`src/hw/rtl/fxalu_pkg.sv`:
```
// Shared types and opcodes for the Q24.8 fixed-point ALU.
// No dependencies.
package fxalu_pkg;

	typedef enum logic [3:0] {
		OP_ADD = 4'd0, OP_SUB = 4'd1, OP_MUL = 4'd2, OP_DIV = 4'd3,
		OP_GT = 4'd4, OP_LT = 4'd5, OP_LE = 4'd6, OP_GE = 4'd7,
		OP_EQ = 4'd8, OP_NE = 4'd9, OP_MIN = 4'd10, OP_MAX = 4'd11,
		OP_INC = 4'd12, OP_DEC = 4'd13, OP_FROM_INT = 4'd14, OP_TO_INT = 4'd15
	} op_t;

	typedef struct packed {
		logic [3:0]   cmd;
		logic [31:0]  operand_a;
		logic [31:0]  operand_b;
	} in_word_t;

	typedef struct packed {
		logic [31:0]  value;
		logic         flag;
		logic         div_zero;
	} out_word_t;

	// Operation class decided in the front end
	typedef enum logic [1:0] {
		CL_SIMPLE = 2'd0,
		CL_MUL = 2'd1,
		CL_DIV = 2'd2
	} class_t;

	typedef struct packed {
		class_t       cls;
		logic [31:0]  value;
		logic         flag;
		logic         div_zero;
		logic [31:0]  operand_a;
		logic [31:0]  operand_b;
	} job_t;

endpackage

```
`src/hw/rtl/fxalu_front.sv`:
```
// Front end: decodes each word, computes the simple ops combinationally and classifies.
// Depends on fxalu_pkg.
module fxalu_front #(
	parameter int FRAC_BITS = 8
) (
	input  fxalu_pkg::in_word_t  in_word,
	output fxalu_pkg::job_t      job
);

	logic signed [31:0] sa, sb;
	logic               lt, eq;

	assign sa = in_word.operand_a;
	assign sb = in_word.operand_b;
	assign lt = sa < sb;
	assign eq = sa == sb;

	always_comb begin
		job.cls       = fxalu_pkg::CL_SIMPLE;
		job.value     = '0;
		job.flag      = 1'b0;
		job.div_zero  = 1'b0;
		job.operand_a = in_word.operand_a;
		job.operand_b = in_word.operand_b;
		case (fxalu_pkg::op_t'(in_word.cmd))
			fxalu_pkg::OP_ADD:      job.value = in_word.operand_a + in_word.operand_b;
			fxalu_pkg::OP_SUB:      job.value = in_word.operand_a - in_word.operand_b;
			fxalu_pkg::OP_MUL:      job.cls = fxalu_pkg::CL_MUL;
			fxalu_pkg::OP_DIV: begin
				if (in_word.operand_b == '0)
					job.div_zero = 1'b1;
				else
					job.cls = fxalu_pkg::CL_DIV;
			end
			fxalu_pkg::OP_GT:       job.flag = !lt && !eq;
			fxalu_pkg::OP_LT:       job.flag = lt;
			fxalu_pkg::OP_LE:       job.flag = lt || eq;
			fxalu_pkg::OP_GE:       job.flag = !lt;
			fxalu_pkg::OP_EQ:       job.flag = eq;
			fxalu_pkg::OP_NE:       job.flag = !eq;
			fxalu_pkg::OP_MIN:      job.value = lt ? in_word.operand_a : in_word.operand_b;
			fxalu_pkg::OP_MAX:      job.value = (!lt && !eq) ? in_word.operand_a
				: in_word.operand_b;
			fxalu_pkg::OP_INC:      job.value = in_word.operand_a + 32'd1;
			fxalu_pkg::OP_DEC:      job.value = in_word.operand_a - 32'd1;
			fxalu_pkg::OP_FROM_INT: job.value = in_word.operand_a << FRAC_BITS;
			fxalu_pkg::OP_TO_INT:   job.value = 32'(sa >>> FRAC_BITS);
			default:                job.value = '0;
		endcase
	end

endmodule

```
`config.mk`:
```
export PLATFORM = sky130hd
export DESIGN_NAME = fxalu_front
export DESIGN_NICKNAME = d
export VERILOG_FILES = /design/src/hw/rtl/fxalu_pkg.sv /design/src/hw/rtl/fxalu_front.sv
export SDC_FILE = /design/constraint.sdc
export NUM_CORES = 1
export LEC_CHECK = 0
export ABC_AREA = 1
export BUFFER_PORTS_ARGS = -buffer_cell sky130_fd_sc_hd__buf_4
export CAP_MARGIN = 20
export CORE_MARGIN = 5
export CORE_UTILIZATION = 40
export DETAILED_ROUTE_END_ITERATION = 8
export PLACE_DENSITY = 0.72
export SLEW_MARGIN = 20
export SYNTH_ARGS = -nofsm -noshare
export SYNTH_HDL_FRONTEND = slang
export SYNTH_SLANG_ARGS = --single-unit
export TNS_END_PERCENT = 10
```
`constraint.sdc`:
```
create_clock -name vclk -period 8.5
set_clock_uncertainty 0.2 [all_clocks]
set_input_delay 1.7 -clock vclk [all_inputs]
set_output_delay 1.7 -clock vclk [all_outputs]
set_load 0.02 [all_outputs]
```
==> run summary <==
The endpoint kind of the worst setup timing path is an output pin. The internal portion of the total power is 0.000228 W. The detailed router finished its first iteration with 1024 violations. The final number of hold-violating endpoints was 0. The number of placed I/O pins came out at 168.

The core footprint came out at between 0.015 and 0.02 mm2. The antenna diode count came out at 0. In this run switching power makes up 66.3% of total power.

The detailed-route via count came out at 9949. In the routed design, unresolved DRC markers number 0. The power per cell area came out at 78.8 mW/mm2. The fraction of layout instances using a drive strength above 1 came out at 17.7%. Setup violations remaining at the end of the flow were counted as 0. After synthesis, the largest family of logic cells by area is simple AND/OR/NAND/NOR gates.

The flow ran to the end, and the final reports show no timing, DRC or antenna violations. The initial antenna violation count is 0. Per report_power, the sequential group accounts for 0% of the total. The via count of the first global-routing pass was 9142. The worst path meets setup with 0.894 ns of slack. The combined area of the multi-input logic cells is 0.00629 mm2. The largest vdd supply drop came out at 0.0480 mV. At the end of routability-driven placement, the weighted congestion stood at between 1 and 1.5. At the worst endpoint, the arrival time is 5.71 ns. nand2_1 is the most common cell in the netlist.

The maximum number of pins on one net before global-route repair is 30. The biggest area contributor in the post-synthesis netlist is nand2_1. Sorting the synthesized cells by area gives the leading types as nand2_1 (18%), ha_1 (11%), nor2_1 (9.7%). Derived from the worst setup path, the maximum achievable clock frequency is 131 MHz.

The synthesis-to-finish area growth is 12.8%. The post-synth net total is 1562. The final cell area excluding filler cells is 0.00859 mm2. The final layout net count is 1653. In the global route stage, overall resource usage came out at 29.1%. The analysis attributes to cell leakage a power of roughly 4.6 nW.

The mapped cell area is 0.00762 mm2. The storage element area came out at 0 um2. The worst setup path is launched from a primary input.

The net switching power is 0.000449 W. Combinational logic burns 100.0% of the power. The final critical path takes up roughly nine tenths of the cycle. The final count of pins violating max slew came to 0. The initial core utilization came out at approximately two fifths. The number of setup buffers added after CTS is 0. The number of flip-flops and latches came out at 0.

The maximum fanout encountered on the critical timing path is 7. The width of the die came out at around 150 um. The number of hold buffers added after CTS was 0. The synthesized instance count came out at 1428.

The tightest min-delay check is of the primary input to output pin type. The relative slew slack came out at about three fifths. The area share of xor/xnor cells in the synthesized design is 1.95%.

The fraction of the mapped netlist area in compound gates came out at a little over a fifth. The transition at the pin with the smallest max-transition slack is 0.622 ns. The synthesis warning total came out at 0. The share of synthesized area spent on multiplexers came out at 0%. The global-route wire length before repair is 50600 um.

The total iterations of the first detailed-routing run came out at 6. After synthesis, the mean cell area works out to between 5 and 6 um2. Counting instances in the post-synthesis netlist gives the leading cell types as nand2_1 (360), nor2_1 (196), inv_1 (174).

The area share of the largest cell type after synthesis came out at 17.7%. OpenSTA, run right after detailed placement, puts the worst setup slack at 1.02 ns. The fraction of the mapped netlist area in adder cells came out at 11.0%. From bottom edge to top edge, the die measures 148 um. The accumulated negative setup slack came out at 0 ns. The fraction of the mapped netlist area in simple logic gates came out at 48.4%.

Subtracting the final worst setup slack from the clock period gives 7.61 ns. The worst setup path is of the primary input to output pin kind. In the final routed layout, each cell accounts on average for 19.2 um.

The placed wire-length estimate after detailed placement came out at 28200 um. The number of filler instances in the final layout is 2112. The number of violations of the max-capacitance limit came out at 0. The die covers 0.0219 mm2.

The sequential element share of the synthesized area came out at 0%. Counting instances, the worst hold path has a depth of 2. The required time of the worst setup path is 6.60 ns.

The share of total power in the clock network is 0%. The detail-routed via count per cell came out at 5.68. The placement-stage cell area came out at 0.00859 mm2. The number of clock buffer instances in the layout is 0. The final wirelength is approximately 34000 um.

The total of cells resized after clock tree synthesis is 0. The number of rows created at floorplan is 50. The number of distinct standard cells referenced by the synthesized netlist came out at 53.

Setup repair after global routing left no endpoint under its margin. The count of antenna-violating nets left after detailed routing is 0. The global route total overflow came out at 0.

The quantity of I/O buffers inserted on ports came out at roughly 170.
==> final timing paths <==
check / start / slack [ns] / to
max: in_word[1] / 0.89 / job[96]
min: in_word[1] / 3.41 / job[1]
==> cell usage in the layout, fill, tap and decap left out, types with 5 or more instances in the layout <==
cell / instances
o21bai_1: 16
nand4_1: 14
nand3b_1: 13
nor2_1: 195
nor4_1: 5
nand2_4: 17
inv_2: 8
a21oi_1: 98
nand2_1: 360
nand3_2: 18
inv_1: 174
o211ai_1: 7
o211ai_2: 6
xnor2_1: 7
a21o_1: 5
xor2_1: 10
or2_2: 6
nand2_2: 17
buf_4: 175
o21ai_0: 102
nand3_1: 107
o21ai_1: 7
o22ai_1: 14
nor3_1: 18
ha_1: 64
nor2_4: 5
o21a_1: 9
nor2_2: 7
==> per-stage QoR <==
step	utilization, %	hold slack (ns)	power [W]	std cells
global placement	45.9	3.41	0.000661	1751
CTS	45.9	3.41	0.000665	1751
detailed placement	45.9	3.41	0.000661	1751
finish	45.9	3.41	0.000677	1751
floorplan	-	3.29	0.000462	1428
global route	45.9	3.42	0.000736	1751
==> final cells by class <==
type | count | area share, %
Inverter | 185 | 8.08
Multi-Input combinational cell | 1157 | 73.2
Tap cell | 234 | 3.41
Timing Repair Buffer | 175 | 15.3
==> power groups by stage <==
| stage | clock [W] | sequential [W] | combinational, W |
|---|---|---|---|
| 2_1_floorplan | 0 | 0 | 0.000462 |
| 3_3_place_gp | 0 | 0 | 0.000661 |
| 3_5_place_dp | 0 | 0 | 0.000661 |
| 4_1_cts | 0 | 0 | 0.000665 |
| 5_1_grt | 0 | 0 | 0.000736 |
| 6_report | 0 | 0 | 0.000677 |
==> logic make-up after synthesis <==
kind of cell | Yosys count
fa+ha+maj | 66
simple gates | 795
xor+xnor | 17
compound gates | 279
buf+inv | 271
==> critical path, cell delays in order <==
cell,delay (ns)
buf_4,0.11
inv_1,0.23
ha_1,0.23
inv_1,0.05
nor2_2,0.11
nand2_1,0.09
nor2_1,0.18
nand2_1,0.16
nor3_2,0.21
nand2_1,0.13
nor3b_1,0.37
nand2_1,0.14
o21ai_0,0.17
o21ai_1,0.08
ha_1,0.37
nand2_1,0.12
nor3_1,0.26
nand2_1,0.11
nor2_1,0.17
nor2_1,0.08
nand3_1,0.07
nand2_1,0.05
nor2_1,0.21
nor2_1,0.09
nand3_1,0.07
buf_4,0.14
==> layer usage <==
| layer | part of all wire, % | track usage (%) | routed length, um | vias up |
|---|---|---|---|---|
| met5 | 0 | 0 | 0 | - |
| met4 | 4.7 | 11.2 | 1570 | 0 |
| met3 | 10 | 3.19 | 3410 | 94 |
| met2 | 44 | 47.9 | 14800 | 599 |
| met1 | 41 | 39.1 | 13800 | 4412 |
| li1 | - | - | - | 4844 |
Note: power is estimated with default switching activity, not from simulation.
