--- src/hw/rtl/fxalu_pkg.sv ---
// Shared types and opcodes for the Q24.8 fixed-point ALU.
// No dependencies.
package fxalu_pkg;

	typedef enum logic [3:0] {
		OP_ADD = 4'd0, OP_SUB = 4'd1, OP_MUL = 4'd2, OP_DIV = 4'd3,
		OP_GT = 4'd4, OP_LT = 4'd5, OP_LE = 4'd6, OP_GE = 4'd7,
		OP_EQ = 4'd8, OP_NE = 4'd9, OP_MIN = 4'd10, OP_MAX = 4'd11,
		OP_INC = 4'd12, OP_DEC = 4'd13, OP_FROM_INT = 4'd14, OP_TO_INT = 4'd15
	} op_t;

	typedef struct packed {
		logic [3:0]   cmd;
		logic [31:0]  operand_a;
		logic [31:0]  operand_b;
	} in_word_t;

	typedef struct packed {
		logic [31:0]  value;
		logic         flag;
		logic         div_zero;
	} out_word_t;

	// Operation class decided in the front end
	typedef enum logic [1:0] {
		CL_SIMPLE = 2'd0,
		CL_MUL = 2'd1,
		CL_DIV = 2'd2
	} class_t;

	typedef struct packed {
		class_t       cls;
		logic [31:0]  value;
		logic         flag;
		logic         div_zero;
		logic [31:0]  operand_a;
		logic [31:0]  operand_b;
	} job_t;

endpackage

--- src/hw/rtl/fxalu_fifo.sv ---
// Small two-entry job queue between front and back ends.
// Depends on fxalu_pkg.
module fxalu_fifo (
	input  logic               clk,
	input  logic               arst_n,
	input  logic               push,
	input  fxalu_pkg::job_t    wdata,
	output logic               full,
	input  logic               pop,
	output fxalu_pkg::job_t    rdata,
	output logic               empty
);

	fxalu_pkg::job_t mem_q [2];
	logic            wp_q, rp_q;
	logic [1:0]      cnt_q;
	logic            do_push, do_pop;

	assign full    = cnt_q == 2'd2;
	assign empty   = cnt_q == 2'd0;
	assign do_push = push && !full;
	assign do_pop  = pop && !empty;
	assign rdata   = mem_q[rp_q];

	always_ff @(posedge clk) begin
		if (do_push)
			mem_q[wp_q] <= wdata;
	end

	always_ff @(posedge clk or negedge arst_n) begin
		if (!arst_n) begin
			wp_q  <= 1'b0;
			rp_q  <= 1'b0;
			cnt_q <= '0;
		end else begin
			if (do_push) wp_q <= !wp_q;
			if (do_pop)  rp_q <= !rp_q;
			cnt_q <= cnt_q + 2'(do_push) - 2'(do_pop);
		end
	end

`ifndef NO_ASSERTIONS
	a_cnt_range: assert property (@(posedge clk) disable iff (!arst_n)
		cnt_q != 2'd3) else $error("queue count out of range");
	a_ptr_gap: assert property (@(posedge clk) disable iff (!arst_n)
		(cnt_q == 2'd1) == (wp_q != rp_q)) else $error("pointers disagree with count");
	a_grow: assert property (@(posedge clk) disable iff (!arst_n)
		do_push && !do_pop |=> cnt_q == $past(cnt_q) + 2'd1) else $error("lost push");
`endif

endmodule

--- config.mk ---
export PLATFORM = sky130hd
export DESIGN_NAME = fxalu_fifo
export DESIGN_NICKNAME = d
export VERILOG_FILES = /design/src/hw/rtl/fxalu_pkg.sv /design/src/hw/rtl/fxalu_fifo.sv
export SDC_FILE = /design/constraint.sdc
export NUM_CORES = 1
export LEC_CHECK = 0
export ABC_AREA = 1
export BUFFER_PORTS_ARGS = -buffer_cell sky130_fd_sc_hd__buf_2
export CELL_PAD_IN_SITES_DETAIL_PLACEMENT = 1
export CELL_PAD_IN_SITES_GLOBAL_PLACEMENT = 1
export CORE_MARGIN = 5
export CORE_UTILIZATION = 45
export DETAILED_ROUTE_END_ITERATION = 8
export PLACE_DENSITY = 0.88
export SLEW_MARGIN = 20
export SYNTH_ARGS = -nofsm -noshare
export SYNTH_HDL_FRONTEND = slang
export SYNTH_SLANG_ARGS = --single-unit
export TNS_END_PERCENT = 100
--- constraint.sdc ---
create_clock -name clk -period 16 [get_ports clk]
set_clock_uncertainty 0.15 [all_clocks]
set_input_delay 0 -clock clk [delete_from_list [all_inputs] [get_ports clk]]
set_output_delay 0 -clock clk [all_outputs]
set_load 0.02 [all_outputs]
==> reports/results.tsv, run 1 <==
metric	value	unit
status	completed	
crit_fanout	55	
cts_inserted_buffers	21	
io_buffers	205	
period_minus_slack	2.61	ns
clockBufferDepth	3	
fin_tns_setup	0	ns
placed_cell_area	8720	um^2
hp-start	wdata[93]	
ys_warn_count	0	
slew_violations	0	
synthTopCellsByCount	313 x nand2_1, 200 x edfxtp_1, 11 x buf_4	
cts.sinks	204	
slew_headroom	48.0	%
timing_hold_violations_final	0	
fin_crit_sh	16.3	%
first_pass_iters	4	
synth.most_common_cell	nand2_1	
area_delta_synth_final	37.7	%
grt_pass1_vias	6014	
diodes	0	
reg2reg_depth	6	
p_leak	4.51	nW
worst_pin_slew	0.781	ns
irDropWorstVdd	138	uV
switchingPower	0.737	mW
p_clk_share	23.5	%
instances_no_fill	1102	
syn_area_per_cell	13.6	um^2
ys_seq_area_share	80.8	%
crit_buf_inv	3	
yosysUniqueCellTypes	11	
initial_core_util	45.7	%
seqPwrFrac	40.6	%
tritoncts	yes	
synthTopCellsByArea	edfxtp_1 79%, nand2_1 16%, buf_6 1.3%	
gr-total-overflow	0	
n_fill_cell	1697	
combPwrFrac	35.9	%
crit_type	flip-flop to flip-flop	
via_per_inst	4.92	
dp_hpwl	12400	um
netlist_area	7560	um^2
report.power.total	1.92	mW
synth-edff-count	200	
wirelength	22200	um
place_congestion	0.691	
startpoint_type	flip-flop	
io_pins	206	
detail-route-antenna-nets	0	
cpPeakStageDelay	0.72	ns
antenna_found_initial	0	
reg2reg_to	mem_q[1][50]	
end_kind	flip-flop	
vias	5417	
p_int	1.19	mW
hold_ws	0.0992	ns
path_cells	inv_1 > nand2_1 > nand2_1 > nor2_4 > buf_4 > buf_4	
min_to	mem_q[1][93]	
grt_first_pass_wirelength	34000	um
synth_top_area_share	79.4	%
switching_share	38.3	%
hp-class	input pin to flip-flop	
drc	0	
setup_viol	0	
die_y	140	um
async_reset_ff_share	1.96	%
root_buffer	clkbuf_16	
fp.coreArea	16500	um^2
grt_start_max_net_pins	102	
synthCells	556	
htreeDepth	1	
insertion_delay	0.47	ns
dp.cells	964	
rows	47	
required	15.96	ns
fin_area	10400	um^2
synth-seq-cells	204	
drt_iter0_markers	278	
crit_arrival	2.57	ns
post_drt_wl_per_cell	20.1	um
r2r_setup_slack	13.39	ns
power_density	185	nW/um^2
multi_input_area	1230	um^2
maxCapViolations	0	
yosysTopAreaCell	edfxtp_1	
die-area	19500	um^2
seq_area	6110	um^2
drive_above_1_share	27.3	%
clock.fmax	383	MHz
holdPathStages	2	
synthFlopType	edfxtp_1	
gr-usage-all-layers	22.3	%
critical-path-top-delay-family	buffers and inverters	
rsz0062_at_grt	no	
dieWidth	140	um
syn_nets	662	
worstSetupStartpoint	cnt_q[0]	
r2r_start	cnt_q[0]	
crit_path_top_delay_cell	buf_4	
cts.clk_slew.worst_paths	0.06	ns
fin_nets	978	
==> worst max-delay path by stage <==
| stage | endpoint | slack (ns) | cells after the start |
|---|---|---|---|
| 5_1_grt | mem_q[1][43] | 13.23 | 6 |
| 4_1_cts | rdata[26] | 13.17 | 5 |
| 6_report | mem_q[1][50] | 13.39 | 6 |
| 2_1_floorplan | mem_q[1][0] | 10.57 | 3 |
| 3_3_place_gp | mem_q[1][22] | 13.50 | 5 |
| 3_5_place_dp | mem_q[1][26] | 13.39 | 6 |
==> power groups by stage <==
stage          clock (mW)  sequential (mW)  combinational [mW]
2_1_floorplan           0            0.775               0.450
3_3_place_gp            0            0.777               0.634
3_5_place_dp            0            0.787               0.657
4_1_cts             0.457            0.777               0.682
5_1_grt             0.489            0.790               0.747
6_report            0.452            0.781               0.692
==> timing repair <==
| item | in CTS | in global routing |
|---|---|---|
| gates resized for setup | 0 | 0 |
| hold buffers | 104 | 0 |
| endpoints found under the hold margin | 206 | 0 |
| setup buffers | 0 | 0 |
==> metrics by stage <==
| stage | setup slack, ns | util [%] |
|---|---|---|
| 2_1_floorplan | 10.57 | - |
| 3_5_place_dp | 13.39 | 52.8 |
| 3_3_place_gp | 13.50 | 52.8 |
| 6_report | 13.39 | 63.0 |
| 4_1_cts | 13.17 | 62.8 |
| 5_1_grt | 13.23 | 63.0 |
==> sequential cells by signal (all words and copies together) (netlist names) <==
signal,cells
mem_q,200
cnt_q,2
wp_q,1
rp_q,1
==> logic make-up after synthesis <==
kind of cell	Yosys count	share of synthesized area [%]
flops	204	80.8
simple gates	317	15.8
buf+inv	33	3.11
fa+ha+maj	2	0.331
==> layer usage <==
| layer | track usage (%) | share of wire (%) | up-vias | wire, um |
|---|---|---|---|---|
| met5 | 0 | 0 | - | 0 |
| li1 | - | - | 2494 | - |
| met2 | 42.7 | 55 | 195 | 12200 |
| met1 | 25.4 | 37 | 2697 | 8260 |
| met3 | 4.53 | 5.8 | 31 | 1280 |
| met4 | 5.25 | 1.8 | 0 | 396 |
==> layout by cell type, fill, tap and decap left out <==
| cell type | instances |
|---|---|
| nand3_1 | 3 |
| clkbuf_1 | 5 |
| clkinv_2 | 3 |
| dlygate4sd3_1 | 104 |
| buf_16 | 1 |
| clkinv_1 | 2 |
| inv_4 | 1 |
| nand2_1 | 313 |
| dfrtp_1 | 3 |
| bufinv_16 | 1 |
| dfrtp_4 | 1 |
| buf_4 | 5 |
| nor2_4 | 1 |
| clkbuf_8 | 2 |
| edfxtp_1 | 200 |
| buf_2 | 205 |
| clkbuf_16 | 21 |
| ha_1 | 2 |
| inv_1 | 9 |
==> cell type report <==
class / count / share of cell area, %
inverter: 11 / 0.433
clock buffer: 28 / 5.49
tap: 220 / 2.64
sequential: 204 / 58.7
timing repair buffer: 315 / 20.5
multi-input combinational: 319 / 11.8
clock inverter: 5 / 0.457
Note: power is estimated with default switching activity, not from simulation.
==> inputs of run 2 (changes only) <==
--- a/config.mk
+++ b/config.mk
@@ -5,14 +5,14 @@
 export SDC_FILE = /design/constraint.sdc
 export NUM_CORES = 1
 export LEC_CHECK = 0
-export ABC_AREA = 1
+export ABC_AREA = 0
 export BUFFER_PORTS_ARGS = -buffer_cell sky130_fd_sc_hd__buf_2
 export CELL_PAD_IN_SITES_DETAIL_PLACEMENT = 1
 export CELL_PAD_IN_SITES_GLOBAL_PLACEMENT = 1
 export CORE_MARGIN = 5
 export CORE_UTILIZATION = 45
 export DETAILED_ROUTE_END_ITERATION = 8
-export PLACE_DENSITY = 0.88
+export PLACE_DENSITY = 0.83
 export SLEW_MARGIN = 20
 export SYNTH_ARGS = -nofsm -noshare
 export SYNTH_HDL_FRONTEND = slang
==> constraint.sdc (replaced) <==
create_clock -name clk -period 2.6 [get_ports clk]
set_clock_uncertainty 0.15 [all_clocks]
set_input_delay 0 -clock clk [delete_from_list [all_inputs] [get_ports clk]]
set_output_delay 0 -clock clk [all_outputs]
set_load 0.02 [all_outputs]
==> run 2 against run 1 <==
Compared with the run above: non-clock buffer count is 2 higher; routed wire length down 14%; synthesized area increased by 4.0%; critical path type is now flip-flop to output port; largest power group unchanged; highest routed layer unchanged.
==> reports/results.tsv, run 2 <==
metric	value	unit	change
status	completed		unchanged
initial_core_util	45.6	%	was 45.7%
timing_hold_violations_final	0		unchanged
drive_above_1_share	52.0	%	was 27.3%
slew_violations	0		unchanged
largest_reg_flops	200		unchanged
synth-edff-count	200		unchanged
top_regs	mem_q x200, cnt_q x2		unchanged
crit_fanout	35		was 55
yosysUniqueCellTypes	16		was 11
syn_area_per_cell	23.9	um^2	was 13.6 um^2
rsz0062_at_grt	no		unchanged
regMostFlops	mem_q		unchanged
cts.sinks	204		unchanged
drt_iter0_markers	145		was 278
synth_top_area_share	76.4	%	was 79.4%
dieWidth	142	um	was 140 um
irDropWorstVdd	753	uV	was 138 uV
report.power.total	12.7	mW	was 1.92 mW
syn_nets	435		was 662
hp-class	input pin to flip-flop		unchanged
async_reset_ff_share	1.96	%	unchanged
antenna_found_initial	0		unchanged
required	2.45	ns	was 15.96 ns
io_pins	206		unchanged
hold_ws	0.0829	ns	was 0.0992 ns
path_cells	buf_12 > mux2_4 > buf_2		was inv_1 > nand2_1 > nand2_1 > nor2_4 > buf_4 > buf_4
cts_inserted_buffers	22		was 21
power_density	1160	nW/um^2	was 185 nW/um^2
synthCells	329		was 556
diodes	0		unchanged
crit_type	flip-flop to output port		was flip-flop to flip-flop
die-area	20200	um^2	was 19500 um^2
setup_viol	0		unchanged
synthTopCellsByArea	edfxtp_1 76%, mux2_4 17%, buf_12 2.3%		was edfxtp_1 79%, nand2_1 16%, buf_6 1.3%
vias	4298		was 5417
cts.clk_slew.worst_paths	0.07	ns	was 0.06 ns
crit_path_top_delay_cell	dfrtp_4		was buf_4
final_common_cell	buf_2		was nand2_1
htreeDepth	1		unchanged
fin_crit_sh	90.1	%	
place_congestion	0.733		was 0.691
crit_arrival	2.19	ns	was 2.57 ns
first_pass_iters	4		unchanged
layout_common_cells	205 x buf_2, 200 x edfxtp_1, 104 x dlygate4sd3_1		was 313 x nand2_1, 205 x buf_2, 200 x edfxtp_1
fin_nets	765		was 978
netlist_area	7860	um^2	was 7560 um^2
detail-route-antenna-nets	0		unchanged
synthFlopType	edfxtp_1		unchanged
fin_area	11000	um^2	was 10400 um^2
area_delta_synth_final	39.8	%	was 37.7%
insertion_delay	0.48	ns	was 0.47 ns
ys_warn_count	0		unchanged
worst_pin_slew	0.675	ns	was 0.781 ns
slew_headroom	55.0	%	was 48.0%
placed_cell_area	9120	um^2	was 8720 um^2
critical-path-top-delay-family	flip-flops		was buffers and inverters
root_buffer	clkbuf_16		unchanged
drc	0		unchanged
die_y	142	um	was 140 um
grt_start_max_net_pins	56		was 102
cts.repair.resized	0		unchanged
gr-total-overflow	0		unchanged
grt_pass1_vias	5010		was 6014
clockBufferDepth	3		unchanged
startpoint_type	flip-flop		unchanged
cpPeakStageDelay	0.87	ns	was 0.72 ns
via_per_inst	4.78		was 4.92
maxCapViolations	0		unchanged
rows	48		was 47
io_buffers	205		unchanged
post_drt_wl_per_cell	21.2	um	was 20.1 um
yosysTopAreaCell	edfxtp_1		unchanged
ys_seq_area_share	77.6	%	was 80.8%
synth.most_common_cell	edfxtp_1		was nand2_1
p_leak	4.45	nW	was 4.51 nW
dp.cells	756		was 964
period_minus_slack	2.34	ns	
tritoncts	yes		unchanged
grt_first_pass_wirelength	28900	um	was 34000 um
fp.coreArea	17200	um^2	was 16500 um^2
wirelength	19100	um	was 22200 um
dp_hpwl	11200	um	was 12400 um
clock.fmax	427	MHz	
synth-seq-cells	204		unchanged
gr-usage-all-layers	18.5	%	was 22.3%
crit_buf_inv	2		was 3
synthTopCellsByCount	200 x edfxtp_1, 90 x mux2_4, 10 x mux2_2		was 313 x nand2_1, 200 x edfxtp_1, 11 x buf_4
end_kind	output port		was flip-flop
fin_util	63.8	%	was 63.0%
instances_no_fill	900		was 1102
## run 2: repair_timing
action | 4_1_cts | 5_1_grt
setup endpoints to repair | 0 | 0
setup buffers | 0 | 0
hold buffers | 104 | 0
hold endpoints to repair | 206 | 0
## run 2: power breakdown
group	internal, mW	leakage (nW)	switching (mW)
Sequential	4.50	1.90	0.368
Combinational	1.96	2.14	2.36
Clock	2.32	0.406	1.23
## run 2: layer usage
layer / up-vias / global-route usage (%) / part of all wire, %
li1: 1966 / - / -
met4: 0 / 4.80 / 1.9
met5: - / 0 / 0
met3: 29 / 4.10 / 6.6
met1: 2130 / 21.1 / 37
met2: 173 / 34.9 / 54
## run 2: cell families (layout without fill, tap and decap cells)
| group | count (synthesis) | in the layout | synth area share, % |
|---|---|---|---|
| multiplexers | 100 | 100 | 18.6 |
| adder cells (fa/ha/maj) | 2 | 2 | 0.318 |
| AND/OR/NAND/NOR | 6 | 6 | 0.382 |
| flip-flops | 204 | 204 | 77.6 |
| buffers and inverters | 13 | 359 | 2.59 |
| XOR/XNOR | 4 | 4 | 0.446 |
## run 2: final cells by class
type,count,area [um^2]
inverters,2,7.51
multi-input cells,112,1570
fillers,1495,6240
clock inverters,12,241
repair buffers,317,2190
well taps,225,282
clock buffers,28,594
flip-flops and latches,204,6110
## run 2: worst paths after layout
path	endpoint	slack, ns	from	depth (start not counted)
min	mem_q[0][67]	0.08	wdata[67]	2
min reg2reg	cnt_q[1]	0.38	cnt_q[1]	1
max	rdata[63]	0.26	rp_q	3
max in group asynchronous	rp_q	1.81	arst_n	3
min in group asynchronous	rp_q	0.29	arst_n	3
max reg2reg	mem_q[0][42]	0.71	cnt_q[0]	4
## run 2: through the flow
stage | setup slack (ns) | setup TNS, ns
6_report | 0.258 | 0
5_1_grt | 0.167 | 0
4_1_cts | 0.201 | 0
3_5_place_dp | 0.714 | 0
3_3_place_gp | 0.766 | 0
2_1_floorplan | -0.0576 | -5.76
==> inputs of run 3 (changes only) <==
--- a/config.mk
+++ b/config.mk
@@ -10,9 +10,10 @@
 export CELL_PAD_IN_SITES_DETAIL_PLACEMENT = 1
 export CELL_PAD_IN_SITES_GLOBAL_PLACEMENT = 1
 export CORE_MARGIN = 5
-export CORE_UTILIZATION = 45
+export CORE_UTILIZATION = 40
 export DETAILED_ROUTE_END_ITERATION = 8
-export PLACE_DENSITY = 0.83
+export GPL_TIMING_DRIVEN = 0
+export PLACE_DENSITY = 0.78
 export SLEW_MARGIN = 20
 export SYNTH_ARGS = -nofsm -noshare
 export SYNTH_HDL_FRONTEND = slang
==> constraint.sdc (replaced) <==
create_clock -name clk -period 2 [get_ports clk]
set_clock_uncertainty 0.15 [all_clocks]
set_input_delay 0 -clock clk [delete_from_list [all_inputs] [get_ports clk]]
set_output_delay 0 -clock clk [all_outputs]
set_load 0.02 [all_outputs]
==> run 3 against run 2 <==
Compared with the run above: sequential power rose by 26%; power increased by 29%; largest power group is now combinational logic; final cell count grew 6.3%; register-to-register slack lost 0.59 ns; clock power is 10% higher; cell area increased by 2.0%; critical path depth grew 1; first-iteration DRC count stayed put; utilization decreased by 6.0 points; via count increased by 0.79%; worst hold slack lost 0.0014 ns.
==> reports/results.tsv, run 3 (synthesis gave the netlist of run 2 again) <==
metric	value	unit	change
report.power.total	16.5	mW	was 12.7 mW
top_regs	mem_q x200, cnt_q x2		unchanged
r2r_setup_slack	0.12	ns	was 0.71 ns
dp.cells	804		was 756
drive_above_1_share	52.0	%	about the same
fin_tns_setup	0	ns	unchanged
wirelength	18700	um	was 19100 um
tritoncts	yes		unchanged
drc	0		unchanged
setup_viol	0		unchanged
vias	4332		was 4298
placed_cell_area	9350	um^2	was 9120 um^2
htreeDepth	1		unchanged
hold_ws	0.0815	ns	was 0.0829 ns
insertion_delay	0.49	ns	was 0.48 ns
fin_util	57.8	%	was 63.8%
pre_cts_ws	-0.144	ns	was 0.714 ns
rows	51		was 48
detail-route-antenna-nets	0		unchanged
die_y	150	um	was 142 um
via_per_inst	4.53		was 4.78
cts_inserted_buffers	23		was 22
cts.clk_slew.worst_paths	0.06	ns	was 0.07 ns
final_common_cell	buf_2		unchanged
dieWidth	150	um	was 142 um
slew_headroom	58.1	%	was 55.0%
drt_iter0_markers	145		unchanged
instances_no_fill	957		was 900
crit_type	flip-flop to output port		unchanged
crit_fanout	6		was 35
fin_nets	782		was 765
antenna_found_initial	0		unchanged
irDropWorstVdd	897	uV	was 753 uV
regMostFlops	mem_q		unchanged
slew_violations	0		unchanged
post_drt_wl_per_cell	19.6	um	was 21.2 um
fin_area	11200	um^2	was 11000 um^2
gr-total-overflow	0		unchanged
status	completed		unchanged
io_pins	206		unchanged
crit_arrival	1.78	ns	was 2.19 ns
power_density	1470	nW/um^2	was 1160 nW/um^2
r2r_start	cnt_q[0]		unchanged
reg2reg_to	mem_q[1][41]		was mem_q[0][42]
period_minus_slack	1.93	ns	
end_kind	output port		unchanged
hp-start	wdata[32]		was wdata[67]
grt_pass1_vias	5034		was 5010
hp-class	input pin to flip-flop		unchanged
die-area	22600	um^2	was 20200 um^2
min_to	mem_q[0][32]		was mem_q[0][67]
grt_start_max_net_pins	53		was 56
timing_hold_violations_final	0		unchanged
gr-usage-all-layers	16.2	%	was 18.5%
clockBufferDepth	3		unchanged
worst_slack	0.0730	ns	was 0.258 ns
holdPathStages	2		unchanged
initial_core_util	40.5	%	was 45.6%
rsz0062_at_grt	no		unchanged
root_buffer	clkbuf_16		unchanged
maxCapViolations	0		unchanged
largest_reg_flops	200		unchanged
cts.sinks	204		unchanged
grt_first_pass_wirelength	28300	um	was 28900 um
layout_common_cells	205 x buf_2, 200 x edfxtp_1, 104 x dlygate4sd3_1		unchanged
clock.fmax	519	MHz	
io_buffers	205		unchanged
place_congestion	0.728		was 0.733
fp.coreArea	19400	um^2	was 17200 um^2
dp_hpwl	11700	um	was 11200 um
startpoint_type	flip-flop		unchanged
p_leak	4.53	nW	was 4.45 nW
diodes	0		unchanged
fin_crit_sh	96.3	%	
first_pass_iters	4		unchanged
required	1.85	ns	was 2.45 ns
worst_pin_slew	0.629	ns	was 0.675 ns
reg2reg_depth	3		was 4
area_delta_synth_final	42.6	%	was 39.8%
run 3: critical path: stages, from the launching register on:
cell	delay, ns
dfrtp_2	0.46
buf_12	0.18
buf_12	0.14
mux2_4	0.33
buf_2	0.17
run 3: repair_timing:
item	4_1_cts	5_1_grt
buffers inserted	0	4
resized for setup	2	2
setup endpoints to repair	54	133
pin swaps	1	2
hold endpoints to repair	215	0
hold buffers	104	0
cloned	1	3
run 3: how the worst max path moves through the flow:
stage | startpoint | endpoint | slack, ns | cells after the start
after floorplan | cnt_q[1] | mem_q[0][0] | -0.66 | 3
after global placement | cnt_q[1] | mem_q[0][66] | -1.44 | 3
after detailed placement | cnt_q[0] | mem_q[1][64] | -0.14 | 3
after CTS | cnt_q[0] | mem_q[1][49] | 0.02 | 3
after global routing | rp_q | rdata[71] | 0.0005 | 4
final | rp_q | rdata[59] | 0.07 | 4
run 3: layout make-up:
cell class	instances	area, um^2
clock buffer	29	598
clock inverter	12	100
buffer	11	208
inverter	2	7.51
fill	1798	8190
sequential	204	6110
tap	265	332
timing repair buffer	320	2270
multi-input combinational	114	1580
run 3: power by group:
| group | total [mW] | switching (mW) | internal [mW] |
|---|---|---|---|
| Clock | 3.91 | 1.55 | 2.36 |
| Sequential | 6.14 | 0.297 | 5.85 |
| Combinational | 6.40 | 3.36 | 3.04 |
run 3: routing by layer:
| metal | wire length, um | GRT usage [%] | part of all wire [%] | vias to the layer above |
|---|---|---|---|---|
| met1 | 6920 | 17.9 | 37 | 2153 |
| met4 | 380 | 4.07 | 2.0 | 0 |
| met3 | 1260 | 4.39 | 6.7 | 30 |
| met5 | 0 | 0 | 0 | - |
| li1 | - | - | - | 2008 |
| met2 | 10200 | 30.7 | 54 | 141 |
